==> src/rtl/ihp_pkg.sv <==
// Shared types, constants and state codes for the indexed max-heap.
`default_nettype none
package ihp_pkg;

  // Heap size and derived widths; slot 0 of the store is unused
  localparam int CAPACITY = 16;
  localparam int IDXW     = $clog2(CAPACITY + 1);
  localparam int DEPTH    = CAPACITY + 1;
  localparam int ID_W     = 10;
  localparam int KEY_W    = 32;
  localparam int FILL_W   = 5;

  // Operation codes
  localparam logic [1:0] FN_INSERT  = 2'd0;
  localparam logic [1:0] FN_MODIFY  = 2'd1;
  localparam logic [1:0] FN_EXTRACT = 2'd2;

  // Status codes
  localparam logic [1:0] ST_OK       = 2'd0;
  localparam logic [1:0] ST_FULL     = 2'd1;
  localparam logic [1:0] ST_EMPTY    = 2'd2;
  localparam logic [1:0] ST_NOTFOUND = 2'd3;

  // Command word
  typedef struct packed {
    logic [1:0]       func;
    logic [ID_W-1:0]  item_id;
    logic [KEY_W-1:0] key;
  } ihp_in_t;

  // Result word
  typedef struct packed {
    logic [ID_W-1:0]   out_id;
    logic [1:0]        status;
    logic [FILL_W-1:0] fill;
  } ihp_out_t;

  // One heap slot as stored
  typedef struct packed {
    logic [ID_W-1:0]  id;
    logic [KEY_W-1:0] key;
  } ihp_entry_t;

  localparam int ENTRY_W = $bits(ihp_entry_t);

  // Store access from the sequencer
  typedef struct packed {
    logic            we;
    logic [IDXW-1:0] waddr;
    ihp_entry_t      wdata;
    logic [IDXW-1:0] raddr;
  } ihp_mem_req_t;

  // Completion of one command
  typedef struct packed {
    logic              valid;
    logic [ID_W-1:0]   out_id;
    logic [1:0]        status;
    logic [FILL_W-1:0] fill;
  } ihp_fin_t;

  // Sequencer states
  typedef enum logic [3:0] {
    S_IDLE,
    S_UP_RD,
    S_UP_CMP,
    S_EX_ROOT,
    S_EX_LAST,
    S_EX_LOAD,
    S_DN_RDL,
    S_DN_RDR,
    S_DN_CMP,
    S_MD_SCAN
  } ihp_state_t;

endpackage
`default_nettype wire

==> src/rtl/ihp_ram.sv <==
// Generic single-write, single-read RAM with registered read data.
`default_nettype none
module ihp_ram #(
  parameter int WIDTH = 8,
  parameter int DEPTH = 16
) (
  input  wire logic                     clk,
  input  wire logic                     we,
  input  wire logic [$clog2(DEPTH)-1:0] waddr,
  input  wire logic [WIDTH-1:0]         wdata,
  input  wire logic [$clog2(DEPTH)-1:0] raddr,
  output logic      [WIDTH-1:0]         rdata
);

  logic [WIDTH-1:0] mem [DEPTH];

  // write port and registered read port
  always_ff @(posedge clk) begin
    if (we) begin
      mem[waddr] <= wdata;
    end
    rdata <= mem[raddr];
  end

endmodule
`default_nettype wire

==> src/rtl/ihp_engine.sv <==
// Heap sequencer: entry count, sift-up, sift-down and id search over the slot store.
`default_nettype none
module ihp_engine import ihp_pkg::*; (
  input  wire logic         clk,
  input  wire logic         rst,
  input  wire logic         accept,
  input  wire ihp_in_t      cmd,
  input  wire ihp_entry_t   rd_data,
  output logic              idle,
  output ihp_mem_req_t      mem,
  output ihp_fin_t          fin
);

  ihp_state_t       state, state_next;
  logic [IDXW-1:0]  count, count_next;
  logic [IDXW-1:0]  pos, pos_next;
  ihp_entry_t       ent, ent_next;
  ihp_entry_t       lft, lft_next;
  logic [ID_W-1:0]  oid, oid_next;
  logic [ID_W-1:0]  req_id, req_id_next;
  logic [KEY_W-1:0] req_key, req_key_next;
  logic [IDXW-1:0]  scan_addr, scan_addr_next;
  logic [IDXW-1:0]  chk_addr, chk_addr_next;
  logic             chk_valid, chk_valid_next;

  // child addresses, one bit wider than a slot index
  logic [IDXW:0] cnt_w, lidx, ridx;
  logic          has_right, use_right;
  ihp_entry_t    child;

  assign cnt_w     = {1'b0, count};
  assign lidx      = {1'b0, pos} << 1;
  assign ridx      = lidx + {{IDXW{1'b0}}, 1'b1};
  assign has_right = (ridx <= cnt_w);
  assign use_right = has_right && !(lft.key > rd_data.key);
  assign child     = use_right ? rd_data : lft;
  assign idle      = (state == S_IDLE);

  // state and datapath registers
  always_ff @(posedge clk) begin
    if (rst) begin
      state     <= S_IDLE;
      count     <= '0;
      chk_valid <= 1'b0;
    end else begin
      state     <= state_next;
      count     <= count_next;
      chk_valid <= chk_valid_next;
    end
    pos       <= pos_next;
    ent       <= ent_next;
    lft       <= lft_next;
    oid       <= oid_next;
    req_id    <= req_id_next;
    req_key   <= req_key_next;
    scan_addr <= scan_addr_next;
    chk_addr  <= chk_addr_next;
  end

  // next state, store access and completion
  always_comb begin
    state_next     = state;
    count_next     = count;
    pos_next       = pos;
    ent_next       = ent;
    lft_next       = lft;
    oid_next       = oid;
    req_id_next    = req_id;
    req_key_next   = req_key;
    scan_addr_next = scan_addr;
    chk_addr_next  = chk_addr;
    chk_valid_next = chk_valid;

    mem.we    = 1'b0;
    mem.waddr = pos;
    mem.wdata = ent;
    mem.raddr = pos;

    fin.valid  = 1'b0;
    fin.out_id = '0;
    fin.status = ST_OK;
    fin.fill   = FILL_W'(count);

    case (state)
      S_IDLE: begin
        if (accept) begin
          case (cmd.func)
            FN_INSERT: begin
              if (count == IDXW'(CAPACITY)) begin
                fin.valid  = 1'b1;
                fin.status = ST_FULL;
              end else begin
                count_next  = count + 1'b1;
                pos_next    = count + 1'b1;
                ent_next.id = cmd.item_id;
                ent_next.key = cmd.key;
                state_next  = S_UP_RD;
              end
            end
            FN_MODIFY: begin
              if (count == '0) begin
                fin.valid  = 1'b1;
                fin.status = ST_NOTFOUND;
              end else begin
                req_id_next    = cmd.item_id;
                req_key_next   = cmd.key;
                scan_addr_next = IDXW'(1);
                chk_valid_next = 1'b0;
                state_next     = S_MD_SCAN;
              end
            end
            FN_EXTRACT: begin
              if (count == '0) begin
                fin.valid  = 1'b1;
                fin.status = ST_EMPTY;
              end else begin
                state_next = S_EX_ROOT;
              end
            end
            default: begin
              // unused code: no operation
              fin.valid = 1'b1;
            end
          endcase
        end
      end

      // sift-up: fetch parent, or settle at the root
      S_UP_RD: begin
        if (pos == IDXW'(1)) begin
          mem.we     = 1'b1;
          fin.valid  = 1'b1;
          state_next = S_IDLE;
        end else begin
          mem.raddr  = pos >> 1;
          state_next = S_UP_CMP;
        end
      end

      // sift-up: parent moves down into the hole, or entry settles
      S_UP_CMP: begin
        mem.we = 1'b1;
        if (ent.key > rd_data.key) begin
          mem.wdata  = rd_data;
          pos_next   = pos >> 1;
          state_next = S_UP_RD;
        end else begin
          fin.valid  = 1'b1;
          state_next = S_IDLE;
        end
      end

      // extract: read root, then last slot
      S_EX_ROOT: begin
        mem.raddr  = IDXW'(1);
        state_next = S_EX_LAST;
      end

      S_EX_LAST: begin
        mem.raddr  = count;
        oid_next   = rd_data.id;
        count_next = count - 1'b1;
        state_next = S_EX_LOAD;
      end

      S_EX_LOAD: begin
        ent_next = rd_data;
        pos_next = IDXW'(1);
        if (count == '0) begin
          fin.valid  = 1'b1;
          fin.out_id = oid;
          state_next = S_IDLE;
        end else begin
          state_next = S_DN_RDL;
        end
      end

      // sift-down: fetch left child, or settle at a leaf
      S_DN_RDL: begin
        if (lidx > cnt_w) begin
          mem.we     = 1'b1;
          fin.valid  = 1'b1;
          fin.out_id = oid;
          state_next = S_IDLE;
        end else begin
          mem.raddr  = lidx[IDXW-1:0];
          state_next = S_DN_RDR;
        end
      end

      // sift-down: hold left child, fetch right child if present
      S_DN_RDR: begin
        lft_next = rd_data;
        if (has_right) begin
          mem.raddr = ridx[IDXW-1:0];
        end
        state_next = S_DN_CMP;
      end

      // sift-down: larger child (right on a tie) moves up, or entry settles
      S_DN_CMP: begin
        mem.we = 1'b1;
        if (child.key > ent.key) begin
          mem.wdata  = child;
          pos_next   = use_right ? ridx[IDXW-1:0] : lidx[IDXW-1:0];
          state_next = S_DN_RDL;
        end else begin
          fin.valid  = 1'b1;
          fin.out_id = oid;
          state_next = S_IDLE;
        end
      end

      // modify: one slot read a cycle, compare the slot returned
      S_MD_SCAN: begin
        mem.raddr      = scan_addr;
        chk_valid_next = 1'b1;
        chk_addr_next  = scan_addr;
        if (scan_addr != count) begin
          scan_addr_next = scan_addr + 1'b1;
        end
        if (chk_valid && (rd_data.id == req_id)) begin
          pos_next     = chk_addr;
          ent_next.id  = req_id;
          ent_next.key = req_key;
          state_next   = S_UP_RD;
        end else if (chk_valid && (chk_addr == count)) begin
          fin.valid  = 1'b1;
          fin.status = ST_NOTFOUND;
          state_next = S_IDLE;
        end
      end

      default: begin
        state_next = S_IDLE;
      end
    endcase
  end

endmodule
`default_nettype wire

==> src/rtl/indexed_max_heap.sv <==
// Indexed max-heap priority queue: top level with slot store and result register.
//
// A command word is taken when start is high and busy is low. Each command
// gives one result word on result, marked by done for one cycle, in the cycle
// after the command completes; the receiver cannot hold it off, and a new
// command may be taken in that same cycle. Errors and the unused code finish
// at once (result in the cycle after start). Insert reads the parent and
// compares it in each level of sift-up (S_UP_RD, S_UP_CMP), then writes the
// entry where it settles. Extract fetches root and last entry (S_EX_ROOT,
// S_EX_LAST, S_EX_LOAD), then reads left child, right child and compares in
// each level of sift-down (S_DN_RDL, S_DN_RDR, S_DN_CMP) until it settles.
// Modify walks the slots at one per cycle, then sifts up as insert does. The
// steps are set by the single read port of the slot store and its registered read data.
`default_nettype none
module indexed_max_heap import ihp_pkg::*; (
  input  wire logic     clk,
  input  wire logic     rst,
  input  wire logic     start,
  output logic          busy,
  input  wire ihp_in_t  cmd,
  output logic          done,
  output ihp_out_t      result
);

  logic         idle;
  logic         accept;
  ihp_mem_req_t mem;
  ihp_fin_t     fin;
  ihp_entry_t   rd_data;

  assign busy   = !idle;
  assign accept = start && idle;

  ihp_engine u_engine (
    .clk     (clk),
    .rst     (rst),
    .accept  (accept),
    .cmd     (cmd),
    .rd_data (rd_data),
    .idle    (idle),
    .mem     (mem),
    .fin     (fin)
  );

  ihp_ram #(
    .WIDTH (ENTRY_W),
    .DEPTH (DEPTH)
  ) u_slots (
    .clk   (clk),
    .we    (mem.we),
    .waddr (mem.waddr),
    .wdata (mem.wdata),
    .raddr (mem.raddr),
    .rdata (rd_data)
  );

  // result word and strobe
  always_ff @(posedge clk) begin
    if (rst) begin
      done <= 1'b0;
    end else begin
      done <= fin.valid;
    end
    result.out_id <= fin.out_id;
    result.status <= fin.status;
    result.fill   <= fin.fill;
  end

endmodule
`default_nettype wire

==> config.mk <==
export PLATFORM = sky130hd
export DESIGN_NAME = indexed_max_heap
export DESIGN_NICKNAME = d
export VERILOG_FILES = /design/src/rtl/ihp_pkg.sv /design/src/rtl/ihp_ram.sv /design/src/rtl/ihp_engine.sv /design/src/rtl/indexed_max_heap.sv
export SDC_FILE = /design/constraint.sdc
export NUM_CORES = 1
export LEC_CHECK = 0
export BUFFER_PORTS_ARGS = -buffer_cell sky130_fd_sc_hd__buf_2
export CORE_MARGIN = 2
export CORE_UTILIZATION = 50
export DETAILED_ROUTE_END_ITERATION = 10
export GPL_TIMING_DRIVEN = 0
export PLACE_DENSITY = 0.66
export SETUP_SLACK_MARGIN = 0.02
export SLEW_MARGIN = 20
export SYNTH_ARGS = -nofsm -noshare
export SYNTH_HDL_FRONTEND = slang
export SYNTH_SLANG_ARGS = --single-unit
==> constraint.sdc <==
create_clock -name clk -period 7.87 [get_ports clk]
set_input_delay 1.574 -clock clk [delete_from_list [all_inputs] [get_ports clk]]
set_output_delay 1.574 -clock clk [all_outputs]
set_load 0.1 [all_outputs]
==> results.txt, run 1 <==
Worst Setup Start Kind - flip-flop
Post-CTS Hold Buffers - 0
Synth Area in Compound Gates - 10.2%
Clk sinks - 935
GRT Total Usage - 26.4%
Diodes inserted - 0
Critical Path End - u_engine.pos[4]
Final Hold Vio Count - 0
Bufs and invs on worst path - 5
Syn avg cell area - 15.9 µm²
Pre-CTS setup slack - -0.566 ns
Initial antenna violation count - 2
Initial Util - 50.5%
Max clock buf depth - 3
Max FO, Critical Path - 10
Dominant cell by count in the synthesized netlist - edfxtp_1
Max-slew headroom - 25.6%
CP peak stage delay - 0.72 ns
Crit path depth - 22
Maximum vdd drop - 0.246 mV
Most frequent CP cell - clkbuf_1
Least-Margin Pin Slew - 1.10 ns
Vias per Instance - 6.24
TritonRoute pass-1 iters - 6
H-tree depth - 3
Mux cell area share after synthesis - 7.96%
Switch Pwr - 0.00789 W
Die area - 80500 µm²
Post-synth ARST share - 0%
CTS tree - done
Synth Area in Adders - 3.49%
Post-Route WL - 107 mm
R2R Path Start - u_engine.count[3]
Cell area after layout - 45100 µm²
Switching share of power - 39.5%
Share of layout cells above drive strength 1 - 20.1%
First-pass GRT wire length - 158 mm
Drt wl/cell - 28.2 µm
Synth Cell Area - 39100 µm²
I/O pin cnt - 66
Dominant synthesized flop cell - edfxtp_1
Unrepaired setup endpoints after global routing - true
CTS root buf - clkbuf_16
Gr ovfl total - 0
Final setup fails - 0
Pwr per Cell Area - 443 nW/µm²
TNS Setup - 0 ns
Cell Area, Placed - 41900 µm²
EDFF count, synth - 865
Inst Count DP - 3615
Slew Viols, Final - 0
Top cell type's share of synthesized area - 66.4%
Combinational Power Share - 42.1%
Clock Power Share - 22.4%
Core area - 77500 µm²
Vias - 23674
Largest net degree at the start of global routing - 32
WP data arrival - 7.96 ns
Delay-heaviest family, CP - simple AND/OR/NAND/NOR gates
FP Rows - 102
Commonest cells post-synth - edfxtp_1, nand2_1, a21oi_1
Fin cells - 3792
Leading area contributor after synthesis - edfxtp_1
Period utilization - 97.5%
Clk pin slew, worst setup/hold paths - 0.06 ns
Starting DRT DRC Count - 2586
Fill cells - 5912
DRC Markers - 0
WS Path Type - flip-flop to flip-flop
Hold Startpoint - u_engine.count[3]
Syn Inst Count - 2459
Dpl hpwl - 73.7 mm
Reg power frac - 35.5%
Main combinational cell family by area after synthesis - compound AO/OA/AOI/OAI gates
Synthesis Warnings - 0
Worst R2R End - u_engine.pos[4]
Placer congestion estimate - 0.890
Core Util, Final - 58.2%
Final WS setup - 0.198 ns
Leakage power - 15.7 nW
CP Data Required Time - 8.16 ns
Simple-gate area share of the yosys netlist - 5.23%
Final Skew - 0.0269 ns
Worst setup startpoint - u_engine.count[3]
Net count, final - 2826
Top area cells in the synthesized netlist - edfxtp_1, mux4_2, dfxtp_1
Die height - 284 µm
Status - finished, final reports clean
CTS buffer count - 96
Post-synthesis xor/xnor area fraction - 0.672%
Vias in the first global route - 24198
Syn nets - 2615
Maxcap violations - 0
Reg2reg setup slack - 0.20 ns
Crit path capture type - flip-flop
Period minus WS final - 7.67 ns
Hold Crit Class - flip-flop to flip-flop
Slowest cell on crit path - nor3_1
Synth cell types - 66
Die X - 284 µm
Cell chain of the critical path - clkbuf_1 > inv_1 > ha_1 > nand3_1 > nor4b_4 > nor2_1 > or4_1 > or4_1 > o41ai_4 > buf_4 > mux2_2 > ha_1 > and4_1 > nand4_1 > nor2_1 > a31oi_1 > nor2b_1 > a221o_1 > clkbuf_1 > clkbuf_1 > nand2_1 > nor3_1
Power Internal - 0.0121 W
Area growth syn-to-layout - 15.4%
Seq cells post-synth - 935
FF-to-FF path depth - 22
Max Freq - 0.130 GHz
Post-DRT Antenna Nets - 0
Port Buffers - 65
Clk_lat worst skew - 0.67 ns
Seq/Total Area, Yosys - 70.0%
==> power groups by stage <==
stage	sequential [W]	clock, W	combinational (W)
global placement	0.00723	0	0.00790
finish	0.00710	0.00448	0.00842
detailed placement	0.00719	0	0.00828
CTS	0.00709	0.00453	0.00836
global route	0.00713	0.00472	0.00900
floorplan	0.00713	0	0.00532
==> state kept, by name (all words and copies together), names as in the netlist, 10 cells and up <==
register and count:
u_slots.mem 714, u_engine.ent 42, u_engine.lft 42, u_slots.rdata 42
u_engine.req_key 32, result 17, u_engine.oid 10, u_engine.req_id 10
==> worst register-to-register path: stages (launching register included) <==
cell	delay, ns
dfxtp_1	0.32
clkbuf_1	0.26
inv_1	0.21
ha_1	0.38
nand3_1	0.17
nor4b_4	0.37
nor2_1	0.23
or4_1	0.59
or4_1	0.49
o41ai_4	0.19
buf_4	0.37
mux2_2	0.37
ha_1	0.27
and4_1	0.20
nand4_1	0.22
nor2_1	0.31
a31oi_1	0.14
nor2b_1	0.17
a221o_1	0.17
clkbuf_1	0.41
clkbuf_1	0.60
nand2_1	0.12
nor3_1	0.72
==> cells in the final DEF (no fill, tap or decap), types with 23 or more instances in the layout <==
master,netlist,layout
mux2_2,31,31
nand2_1,208,208
clkinv_2,0,26
mux2i_1,87,87
a21o_1,36,35
nor2_1,52,34
clkbuf_1,87,103
ha_1,109,109
edfxtp_1,865,865
dfxtp_1,70,70
mux4_2,84,84
a221o_1,87,47
a221o_2,0,40
a21oi_1,159,158
a221oi_2,40,40
o21ai_0,23,23
inv_1,77,76
a31oi_1,35,34
nand3_1,60,59
clkbuf_16,0,97
a22oi_1,88,88
buf_2,36,103
nand4_1,25,25
==> per-stage QoR <==
step	hold slack (ns)	total power (W)
floorplan	0.329	0.0124
global placement	0.336	0.0151
detailed placement	0.339	0.0155
CTS	0.357	0.0200
global route	0.371	0.0208
finish	0.354	0.0200
==> metal layers <==
| layer | up-vias | track usage (%) | share of wire (%) |
|---|---|---|---|
| met3 | 174 | 5.35 | 8.0 |
| met2 | 1042 | 43.4 | 48 |
| met5 | - | 0 | 0 |
| met1 | 12235 | 35.6 | 41 |
| met4 | 0 | 8.47 | 3.0 |
| li1 | 10223 | - | - |
==> area by class of cell <==
| type | instances | area (µm²) | area share, % |
|---|---|---|---|
| inverters | 79 | 300 | 0.665 |
| clock inverters | 53 | 503 | 1.11 |
| well taps | 1040 | 1300 | 2.88 |
| clock buffers | 127 | 2630 | 5.83 |
| repair buffers | 116 | 1330 | 2.95 |
| plain buffers | 142 | 667 | 1.48 |
| multi-input cells | 1300 | 11000 | 24.4 |
| flip-flops and latches | 935 | 27400 | 60.7 |
==> worst min path at each step <==
stage / slack [ns] / end / cells past startpoint
after floorplan: 0.33 / result[2] / 0
after global placement: 0.34 / result[4] / 0
after detailed placement: 0.34 / result[4] / 0
after CTS: 0.36 / result[3] / 0
after global routing: 0.37 / result[3] / 0
final: 0.35 / result[3] / 0
==> repair_timing <==
item,CTS,global route
buffers inserted,0,0
gates resized for setup,27,22
endpoints found under the setup margin,720,680
==> cells by family (layout without fill, tap and decap cells) <==
logic type | count (synthesis) | in the layout
flip-flops | 935 | 935
adder cells (fa/ha/maj) | 109 | 109
XOR/XNOR | 30 | 30
multiplexers | 202 | 202
buffers and inverters | 224 | 517
AND/OR/NAND/NOR | 436 | 436
AO/OA/AOI/OAI | 523 | 523
(Power assumes the default switching activity.)
==> inputs of run 2 (changes only) <==
- clock period: 7.87 -> 8.32 ns (I/O delays scaled with it)
==> results.txt, run 2 (same netlist as run 1, synthesis figures left out) <==
WS Path Type - flip-flop to flip-flop (unchanged)
Core Util, Final - 58.2% (about the same)
DRC Markers - 0 (unchanged)
Maxcap violations - 0 (unchanged)
Gr ovfl total - 0 (unchanged)
Drt wl/cell - 28.1 µm (was 28.2 µm)
Final Skew - 0.0252 ns (was 0.0269 ns)
Max clock buf depth - 3 (unchanged)
Vias per Instance - 6.26 (was 6.24)
Placer congestion estimate - 0.890 (unchanged)
Status - finished, final reports clean (unchanged)
Core area - 77500 µm² (unchanged)
CTS root buf - clkbuf_16 (unchanged)
Vias - 23779 (was 23674)
CTS buffer count - 96 (unchanged)
Max Freq - 0.123 GHz (was 0.130 GHz)
TritonRoute pass-1 iters - 9 (was 6)
Crit path capture type - flip-flop (unchanged)
Share of layout cells above drive strength 1 - 19.0% (was 20.1%)
Net count, final - 2828 (was 2826)
Post-CTS Hold Buffers - 0 (unchanged)
Total power - 0.0189 W (was 0.0200 W)
Worst Setup Start Kind - flip-flop (unchanged)
I/O pin cnt - 66 (unchanged)
Post-DRT Antenna Nets - 0 (unchanged)
Least-Margin Pin Slew - 1.13 ns (was 1.10 ns)
H-tree depth - 3 (unchanged)
Pwr per Cell Area - 419 nW/µm² (was 443 nW/µm²)
GRT Total Usage - 26.4% (unchanged)
First-pass GRT wire length - 158 mm (about the same)
Largest Register - u_slots.mem (unchanged)
Post-Route WL - 107 mm (about the same)
Largest register FFs - 714 (unchanged)
Bufs and invs on worst path - 5 (unchanged)
Largest net degree at the start of global routing - 32 (unchanged)
Max-slew headroom - 24.5% (was 25.6%)
Die X - 284 µm (unchanged)
Initial antenna violation count - 2 (unchanged)
CP peak stage delay - 0.63 ns (was 0.72 ns)
Unrepaired setup endpoints after global routing - false (was true)
Starting DRT DRC Count - 2736 (was 2586)
Hold Crit Class - flip-flop to flip-flop (unchanged)
Max FO, Critical Path - 17 (was 10)
Die area - 80500 µm² (unchanged)
Maximum vdd drop - 0.232 mV (was 0.246 mV)
Leakage power - 15.7 nW (about the same)
Vias in the first global route - 24180 (was 24198)
Cell chain of the critical path - clkbuf_1 > inv_2 > ha_1 > nand3_1 > nor4b_4 > nor2_1 > or4_1 > or4_1 > o41ai_4 > buf_6 > mux2_2 > ha_1 > a21o_1 > a21o_1 > a2111oi_0 > nor3_1 > or4_1 > a22oi_1 > nor2_1 > a21o_1 > clkbuf_1 > buf_2 > a221o_1 (was clkbuf_1 > inv_1 > ha_1 > nand3_1 > nor4b_4 > nor2_1 > or4_1 > or4_1 > o41ai_4 > buf_4 > mux2_2 > ha_1 > and4_1 > nand4_1 > nor2_1 > a31oi_1 > nor2b_1 > a221o_1 > clkbuf_1 > clkbuf_1 > nand2_1 > nor3_1)
Clk pin slew, worst setup/hold paths - 0.06 ns (about the same)
Initial Util - 50.5% (unchanged)
Dpl hpwl - 73.7 mm (unchanged)
CTS tree - done (unchanged)
Period utilization - 97.9% (was 97.5%)
Commonest non-fill, non-tap cell in the layout - edfxtp_1 (unchanged)
CP Data Required Time - 8.62 ns (was 8.16 ns)
Clk_lat worst skew - 0.67 ns (about the same)
WP data arrival - 8.45 ns (was 7.96 ns)
FP Rows - 102 (unchanged)
Die height - 284 µm (unchanged)
Port Buffers - 65 (unchanged)
Final Hold Vio Count - 0 (unchanged)
Commonest cells after routing, fill and taps aside - edfxtp_1, nand2_1, a21oi_1 (unchanged)
Final setup fails - 0 (unchanged)
Area growth syn-to-layout - 15.3% (was 15.4%)
Delay-heaviest family, CP - simple AND/OR/NAND/NOR gates (unchanged)
Period minus WS final - 8.15 ns (was 7.67 ns)
Slew Viols, Final - 0 (unchanged)
Clk sinks - 935 (unchanged)
Slowest cell on crit path - or4_1 (was nor3_1)
## run 2: what timing repair did
action | in CTS | in global routing
resized for setup | 12 | 6
endpoints found under the setup margin | 680 | 714
hold endpoints to repair | 0 | 0
cloned | 0 | 0
buffers inserted | 0 | 0
## run 2: per-stage QoR
step	worst slack, ns	cell area, µm²	hold WS, ns	TNS [ns]	instances
CTS	0.0363	45100	0.353	0	3795
finish	0.171	45100	0.351	0	3796
global placement	-4.43	40700	0.336	-302.95	3564
floorplan	1.06	39100	0.329	0	2459
global route	0.0236	45100	0.361	0	3794
detailed placement	-0.116	41900	0.339	-30.45	3615
## run 2: layer usage
layer	share of wire, %	vias up	GRT usage [%]
met5	0	-	0
met4	3.2	0	8.70
met3	8.0	178	5.23
met2	48	1043	43.3
met1	41	12318	35.7
li1	-	10240	-
## run 2: where the power goes
part / leakage [nW] / total [W] / switching, W / internal (W)
sequential: 8.39 / 0.00672 / 0.000320 / 0.00640
clock: 1.53 / 0.00423 / 0.00183 / 0.00240
combinational: 5.82 / 0.00793 / 0.00529 / 0.00264
total: 15.7 / 0.0189 / 0.00745 / 0.0114
## run 2: path summary, 6_finish.rpt
path	start	end	slack [ns]	cells after the start
worst max-delay path	u_engine.count[4]	u_slots.mem[14][23]	0.17	23
worst min-delay path	u_engine.count[4]	result[4]	0.35	0
worst max register to register	u_engine.count[4]	u_slots.mem[14][23]	0.17	23
worst min register to register	u_engine.count[4]	result[4]	0.35	0
## run 2: final cells by class
type	instances	area (µm²)
buffer	144	672
timing repair buffer	116	1330
antenna	2	5.00
tap	1040	1300
fill	5918	32400
clock inverter	53	503
sequential	935	27400
multi-input combinational	1300	11000
inverter	79	299
clock buffer	127	2630
## run 2: worst reg2reg max path, delay by kind of cell, from the launching register on
kind | cells | cell delay [ns]
AND/OR/NAND/NOR | 8 | 2.81
AO/OA/AOI/OAI | 7 | 2.05
buffers and inverters | 5 | 1.53
adder cells (fa/ha/maj) | 2 | 0.69
multiplexers | 1 | 0.38
flip-flops | 1 | 0.32
